--- config.mk ---
export PLATFORM = sky130hd
export DESIGN_NAME = speed_for_lift_coefficient_unit
export DESIGN_NICKNAME = d
export VERILOG_FILES = /design/src/design/sflc_pkg.sv /design/src/design/sflc_div.sv /design/src/design/sflc_sqrt.sv /design/src/design/speed_for_lift_coefficient_unit.sv
export SDC_FILE = /design/constraint.sdc
export NUM_CORES = 2
export LEC_CHECK = 0
export ABC_AREA = 1
export BUFFER_PORTS_ARGS = -buffer_cell sky130_fd_sc_hd__buf_2
export CORE_MARGIN = 5
export CORE_UTILIZATION = 55
export DETAILED_ROUTE_END_ITERATION = 8
export PLACE_DENSITY = 0.71
export SYNTH_ARGS = -nofsm -noshare
export SYNTH_HDL_FRONTEND = slang
export SYNTH_SLANG_ARGS = --single-unit
--- constraint.sdc ---
create_clock -name clk -period 163.4 [get_ports clk]
set_input_delay 32.68 -clock clk [delete_from_list [all_inputs] [get_ports clk]]
set_output_delay 32.68 -clock clk [all_outputs]
set_load 0.005 [all_outputs]
--- src/design/sflc_pkg.sv ---
// Shared widths and constants for the lift-coefficient airspeed unit.
`default_nettype none
package sflc_pkg;
  localparam int CoeffW = 16;
  localparam int SpeedW = 16;
  localparam int QuotW  = 31;
  localparam int RootW  = 16;
  localparam logic [QuotW-1:0] Numer = 31'h4000_0000;

  typedef logic [QuotW-1:0] quot_t;
endpackage
`default_nettype wire

--- src/design/sflc_div.sv ---
// Pipelined restoring divider: 2^30 / coefficient, one quotient bit per stage.
`default_nettype none
module sflc_div
  import sflc_pkg::*;
(
  input  wire logic              clk,
  input  wire logic              rst_n,
  input  wire logic              en,
  input  wire logic              in_valid,
  input  wire logic [CoeffW-1:0] in_coeff,
  output logic                   out_valid,
  output quot_t                  out_quot
);
  logic [QuotW:0]      vld_r;
  logic [CoeffW-1:0]   den_r [QuotW+1];
  logic [CoeffW:0]     rem_r [QuotW+1];
  quot_t               quo_r [QuotW+1];

  always_comb begin
    vld_r[0] = in_valid;
    den_r[0] = in_coeff;
    rem_r[0] = '0;
    quo_r[0] = '0;
  end

  for (genvar s = 0; s < QuotW; s++) begin : g_stage
    logic [CoeffW:0] trial_nxt;
    logic            ge_nxt;
    always_comb begin
      trial_nxt = {rem_r[s][CoeffW-1:0], Numer[QuotW-1-s]};
      ge_nxt    = trial_nxt >= {1'b0, den_r[s]};
    end
    always_ff @(posedge clk) begin
      if (!rst_n) begin
        vld_r[s+1] <= 1'b0;
      end else if (en) begin
        vld_r[s+1] <= vld_r[s];
      end
      if (en) begin
        den_r[s+1] <= den_r[s];
        rem_r[s+1] <= ge_nxt ? trial_nxt - {1'b0, den_r[s]} : trial_nxt;
        quo_r[s+1] <= {quo_r[s][QuotW-2:0], ge_nxt};
      end
    end
  end

  assign out_valid = vld_r[QuotW];
  assign out_quot  = quo_r[QuotW];
endmodule
`default_nettype wire

--- src/design/sflc_sqrt.sv ---
// Pipelined digit-by-digit integer square root, one root bit per stage.
`default_nettype none
module sflc_sqrt
  import sflc_pkg::*;
(
  input  wire logic             clk,
  input  wire logic             rst_n,
  input  wire logic             en,
  input  wire logic             in_valid,
  input  quot_t                 in_quot,
  output logic                  out_valid,
  output logic [SpeedW-1:0]     out_root
);
  localparam int Steps = RootW;
  logic [Steps:0]    vld_r;
  logic [31:0]       rad_r [Steps+1];
  logic [RootW+2:0]  rem_r [Steps+1];
  logic [RootW:0]    root_r [Steps+1];

  always_comb begin
    vld_r[0]  = in_valid;
    rad_r[0]  = {1'b0, in_quot};
    rem_r[0]  = '0;
    root_r[0] = '0;
  end

  for (genvar s = 0; s < Steps; s++) begin : g_stage
    logic [RootW+2:0] acc_nxt;
    logic [RootW+2:0] trial_nxt;
    logic             ge_nxt;
    always_comb begin
      acc_nxt   = {rem_r[s][RootW:0], rad_r[s][31:30]};
      trial_nxt = {root_r[s], 2'b01};
      ge_nxt    = acc_nxt >= trial_nxt;
    end
    always_ff @(posedge clk) begin
      if (!rst_n) begin
        vld_r[s+1] <= 1'b0;
      end else if (en) begin
        vld_r[s+1] <= vld_r[s];
      end
      if (en) begin
        rad_r[s+1]  <= {rad_r[s][29:0], 2'b00};
        rem_r[s+1]  <= ge_nxt ? acc_nxt - trial_nxt : acc_nxt;
        root_r[s+1] <= {root_r[s][RootW-1:0], ge_nxt};
      end
    end
  end

  assign out_valid = vld_r[Steps];
  assign out_root  = root_r[Steps][SpeedW-1:0];
endmodule
`default_nettype wire

--- src/design/speed_for_lift_coefficient_unit.sv ---
// Top level: airspeed = floor(sqrt(2^30 / lift_coeff)) for positive coefficients.
// Usage:
//   Input word: in_lift_coeff (signed 8.8) on in_valid/in_ready.
//   Result word: out_airspeed on out_valid/out_ready, one per input word.
//   Not-positive coefficients give 0 (divisor forced to 1 so the divider
//   stays defined; a delayed flag zeroes the root at the output).
//   The divider is 31 stages (one quotient bit each), the square root 16
//   stages (one root bit each), then an output register.
//   A new word may enter every cycle while in_ready is high; throughput 1 word per cycle.
//   When the receiver stalls with the output register full, the whole
//   pipeline holds; in_ready drops and nothing is lost or repeated.
//   Reset (synchronous, rst_n low) clears all valid bits; payload is not reset.
`default_nettype none
module speed_for_lift_coefficient_unit
  import sflc_pkg::*;
(
  input  wire logic                     clk,
  input  wire logic                     rst_n,
  input  wire logic                     in_valid,
  output logic                          in_ready,
  input  wire logic signed [CoeffW-1:0] in_lift_coeff,
  output logic                          out_valid,
  input  wire logic                     out_ready,
  output logic [SpeedW-1:0]             out_airspeed
);
  logic        en;
  logic        div_valid;
  quot_t       div_quot;
  logic        sq_valid;
  logic [SpeedW-1:0] sq_root;
  logic        pos;
  logic        out_valid_r;
  logic [SpeedW-1:0] out_airspeed_r;
  logic [46:0] zero_r;
  logic [46:0] zero_nxt;

  assign en       = !out_valid_r || out_ready;
  assign in_ready = en;
  assign pos      = (in_lift_coeff != '0) && !in_lift_coeff[CoeffW-1];
  assign zero_nxt = {zero_r[45:0], !pos};

  sflc_div u_div (
    .clk, .rst_n, .en,
    .in_valid (in_valid && in_ready),
    .in_coeff (pos ? in_lift_coeff : 16'h0001),
    .out_valid(div_valid),
    .out_quot (div_quot)
  );

  sflc_sqrt u_sqrt (
    .clk, .rst_n, .en,
    .in_valid (div_valid),
    .in_quot  (div_quot),
    .out_valid(sq_valid),
    .out_root (sq_root)
  );

  always_ff @(posedge clk) begin
    if (en) begin
      zero_r <= zero_nxt;
    end
    if (!rst_n) begin
      out_valid_r <= 1'b0;
    end else if (en) begin
      out_valid_r <= sq_valid;
    end
    if (en) begin
      out_airspeed_r <= zero_r[46] ? '0 : sq_root;
    end
  end

  assign out_valid    = out_valid_r;
  assign out_airspeed = out_airspeed_r;

  a_stall_hold: assert property (@(posedge clk) disable iff (!rst_n)
    out_valid && !out_ready |=> out_valid && $stable(out_airspeed))
    else $error("result changed while stalled");
  a_ready: assert property (@(posedge clk) disable iff (!rst_n)
    in_ready == (!out_valid || out_ready))
    else $error("ready not tied to output slot");
  a_range: assert property (@(posedge clk) disable iff (!rst_n)
    out_valid |-> out_airspeed <= 16'h8000)
    else $error("airspeed out of range");
endmodule
`default_nettype wire
==> summary.md <==
| Metric | Value |
|---|---|
| Startpoint Class | primary input |
| Outcome | finished, final reports clean |
| RSZ-0062 raised after global routing | no |
| Vias | 71.9k |
| Post-layout util | between 60% and 70% |
| Vias in the first global route | between 70k and 80k |
| Via-per-instance ratio | 5.34 |
| Proportion of layout cells with a drive suffix above 1 | 6.56% |
| Synth Area in Compound Gates | 6.54% |
| Final Hold Vio Count | 0 |
| Hold_buf cts | 0 |
| Critical Path Max Stage Delay | between 0.6 and 0.7 ns |
| WP data arrival | 34.05 ns |
| Net Sw Power | 954 uW |
| Drc violations | 0 |
| Htree depth | 4 |
| Io pins | 38 |
| Worst-Margin Slew | 1.03 ns |
| CP top delay family | buffers and inverters |
| Crit path top cell by count | buf_2 |
| Setup crit end kind | output pin |
| Clock power share | a little over a fifth |
| Reg-to-Reg End | u_div.den_r[306] |
| Post-Syn Area per Cell | between 10 and 15 um^2 |
| Core ar. | 198000 um^2 |
| Avg WL per Cell | 17.0 um |
| Ranking of synthesized cells by area | edfxtp_1 (58%), nand2_1 (8.8%), ha_1 (7.2%) |
| R2R setup slack | 157.57 ns |
| Crit. path cell count | 5 |
| Clock root buffer | clkbuf_16 |
| Width of the die | 456 um |
| Starting Density | a little under three fifths |
| Worst-path fanout max | around 110 |
| Pwr/cell area | ~21 nW/um^2 |
| Pleak | between 50 and 60 nW |
| Worst r2r src | out_valid |
| Largest family of logic cells by synthesized area | simple AND/OR/NAND/NOR gates |
| Max VDD drop | 0.0133 mV |
| Simple-gate share of the synthesized area | 17.7% |
| Switching share of total power | around two fifths |
| Largest area contributor in the netlist | edfxtp_1 |
| Post-Synth Adder-Cell Area | 7.74% |
| Hold_sp | u_div.out_quot[11] |
| Highest clock rate | between 10 and 15 MHz |
| # clock sinks | 2175 |
| Power Internal | roughly 1.5 mW |
| Class of the worst hold path | register to register |
| Clk Latency, worst-skew pair | 0.88 ns |
| Sequential power share | 39.7% |
| Final Max Tran Viols | 0 |
| Setup_tns | 0 ns |
| Setup Buffers After CTS | 0 |
| Most common cell in the synthesized netlist | nand2_1 |
| Tot GR Track Use | 21.8% |
| DRT Pass-1 Iters | 8 |
| Max clock buf depth | 3 |
| Max Cap Viol | 0 |
| XOR/XNOR share of the synthesized area | under 10% |
| Largest net degree at the start of global routing | 179 |
| Post-route minimum period | 66.73 ns |
| GR Overflow Total | 0 |
| Post-synth ARST share | 0% |
| Die ar. | around 210000 um^2 |
| Final RePlAce weighted congestion | 0.880 |
| Initial antenna violation count | 3 |
| Mux cell area share after synthesis | 0% |
| Worst Path Required | 130.72 ns |
| Die Span Y | approximately 460 um |
| Detailed router's first-iteration violation count | 5598 |
| Post-CTS sizing | 0 |
| Clock Pin Slew Worst Setup and Hold Paths | 0.07 ns |
| First-pass GRT wire length | 371 mm |
| Final setup vio count | 0 |
| Dominant synthesized flop cell | edfxtp_1 |
| Fin nets | 11.3k |
| Total Wirelength | between 200 and 250 mm |
| Syn. warnings | 0 |
| CP max stage cell | inv_8 |
| FP Rows | 163 |
| Worst Hold End | u_sqrt.rad_r[493] |
| Layout Area Growth over Synthesis | 9.60% |
| Synth Register Bits | 2175 |
| Hold path cells | 0 |
| CTS tree | yes |
| Post-synth top cells | nand2_1 (2577), edfxtp_1 (2127), inv_1 (1324) |
| Comb pwr share | 39.2% |
| Final worst-path cycle share | 40.8% |
| Yosys cell types | 65 |
| Setup CP Type | primary input to output pin |
| Port Buffers | 37 |
| Critical-path cell list | buf_2, nor2_2, buf_4, inv_8, buf_2 |
| Seq/Total Area, Yosys | 59.2% |
| Register-to-Register Path Depth | 9 |
| Synth Instances | between 10k and 15k |
| Post-DP HPWL | 166 mm |
| Post-Syn Area | 110000 um^2 |
| Worst Skew | 0.0636 ns |
| Buf/Inv on CP | 4 |
| EDFF count, synth | 2127 |
| WHS | 0.377 ns |
| Slew headroom | roughly 31% |
| Antenna-violating nets left | 0 |
| Cts bufs inserted | 222 |
| Area fraction of the dominant cell type after synthesis | between 50% and 60% |
worst max-delay path by stage:
stage,from,slack [ns],end
after floorplan,out_ready,40.37,in_ready
after global placement,out_ready,96.67,in_ready
after detailed placement,out_ready,96.65,in_ready
after CTS,out_ready,96.66,in_ready
after global routing,out_ready,96.55,in_ready
final,out_ready,96.67,in_ready
kinds of logic after synthesis:
kind of cell,count (synthesis)
AOI/OAI and AO/OA,1261
xor gates and xnor gates,411
adders and majority gates,660
buffers and inverters,1480
DFF,2175
other,1
and+or+nand+nor,4486
power by group through the flow:
stage / Sequential, mW / Clock (mW) / Combinational, mW
finish: 0.990 / 0.526 / 0.979
global route: 1.01 / 0.564 / 1.11
CTS: 0.992 / 0.541 / 0.975
detailed placement: 0.998 / 0 / 0.966
global placement: 0.995 / 0 / 0.952
floorplan: 0.947 / 0 / 0.767
metrics by stage:
step                instance area, um^2  instances  setup WS [ns]  power, mW
finish                           120000      13466          96.67       2.49
global placement                 112000      13055          96.67       1.95
floorplan                        110000      10475          40.37       1.71
detailed placement               112000      13055          96.65       1.96
CTS                              120000      13464          96.66       2.51
global route                     120000      13466          96.55       2.69
final cells by class:
class | count | area (um^2)
Antenna cell | 2 | 5.00
Clock buffer | 255 | 5700
Clock inverter | 154 | 2030
Fill cell | 15999 | 77800
Inverter | 1354 | 5110
Multi-Input combinational cell | 6820 | 38700
Sequential cell | 2175 | 64800
Tap cell | 2640 | 3300
Timing Repair Buffer | 66 | 428
registers in the layout, summed over array words and instances, names as in the netlist:
signal / count
u_div.vld_r: 30
u_sqrt.rad_r: 210
zero_r: 47
u_div.quo_r: 465
u_sqrt.g_stage.acc_nxt: 262
u_div.g_stage.trial_nxt: 480
u_sqrt.g_stage.trial_nxt: 120
u_div.out_quot: 31
u_div.out_valid: 1
out_valid: 1
u_sqrt.out_root: 16
out_airspeed: 16
u_sqrt.out_valid: 1
u_div.den_r: 480
u_sqrt.vld_r: 15
cell usage in the layout, fill, tap and decap left out, drive strengths merged, types with 82 or more instances in the layout:
master / instances
clkinv: 92
o21ai: 402
clkbuf: 255
inv: 1361
nor3: 117
a21o: 82
xnor2: 133
edfxtp: 2127
xor2: 278
nand2: 2664
nand3: 805
a21oi: 673
nor2: 739
ha: 631
metal layers:
layer	part of all wire (%)	vias to the layer above	wire (um)	global-route usage, %
li1	-	35832	-	-
met1	45	34060	104000	30.2
met2	48	1679	110000	36.6
met3	4.6	330	10500	2.66
met4	2.4	0	5440	5.92
met5	0	-	0	0
No activity file was read; power rests on OpenSTA's default activity.
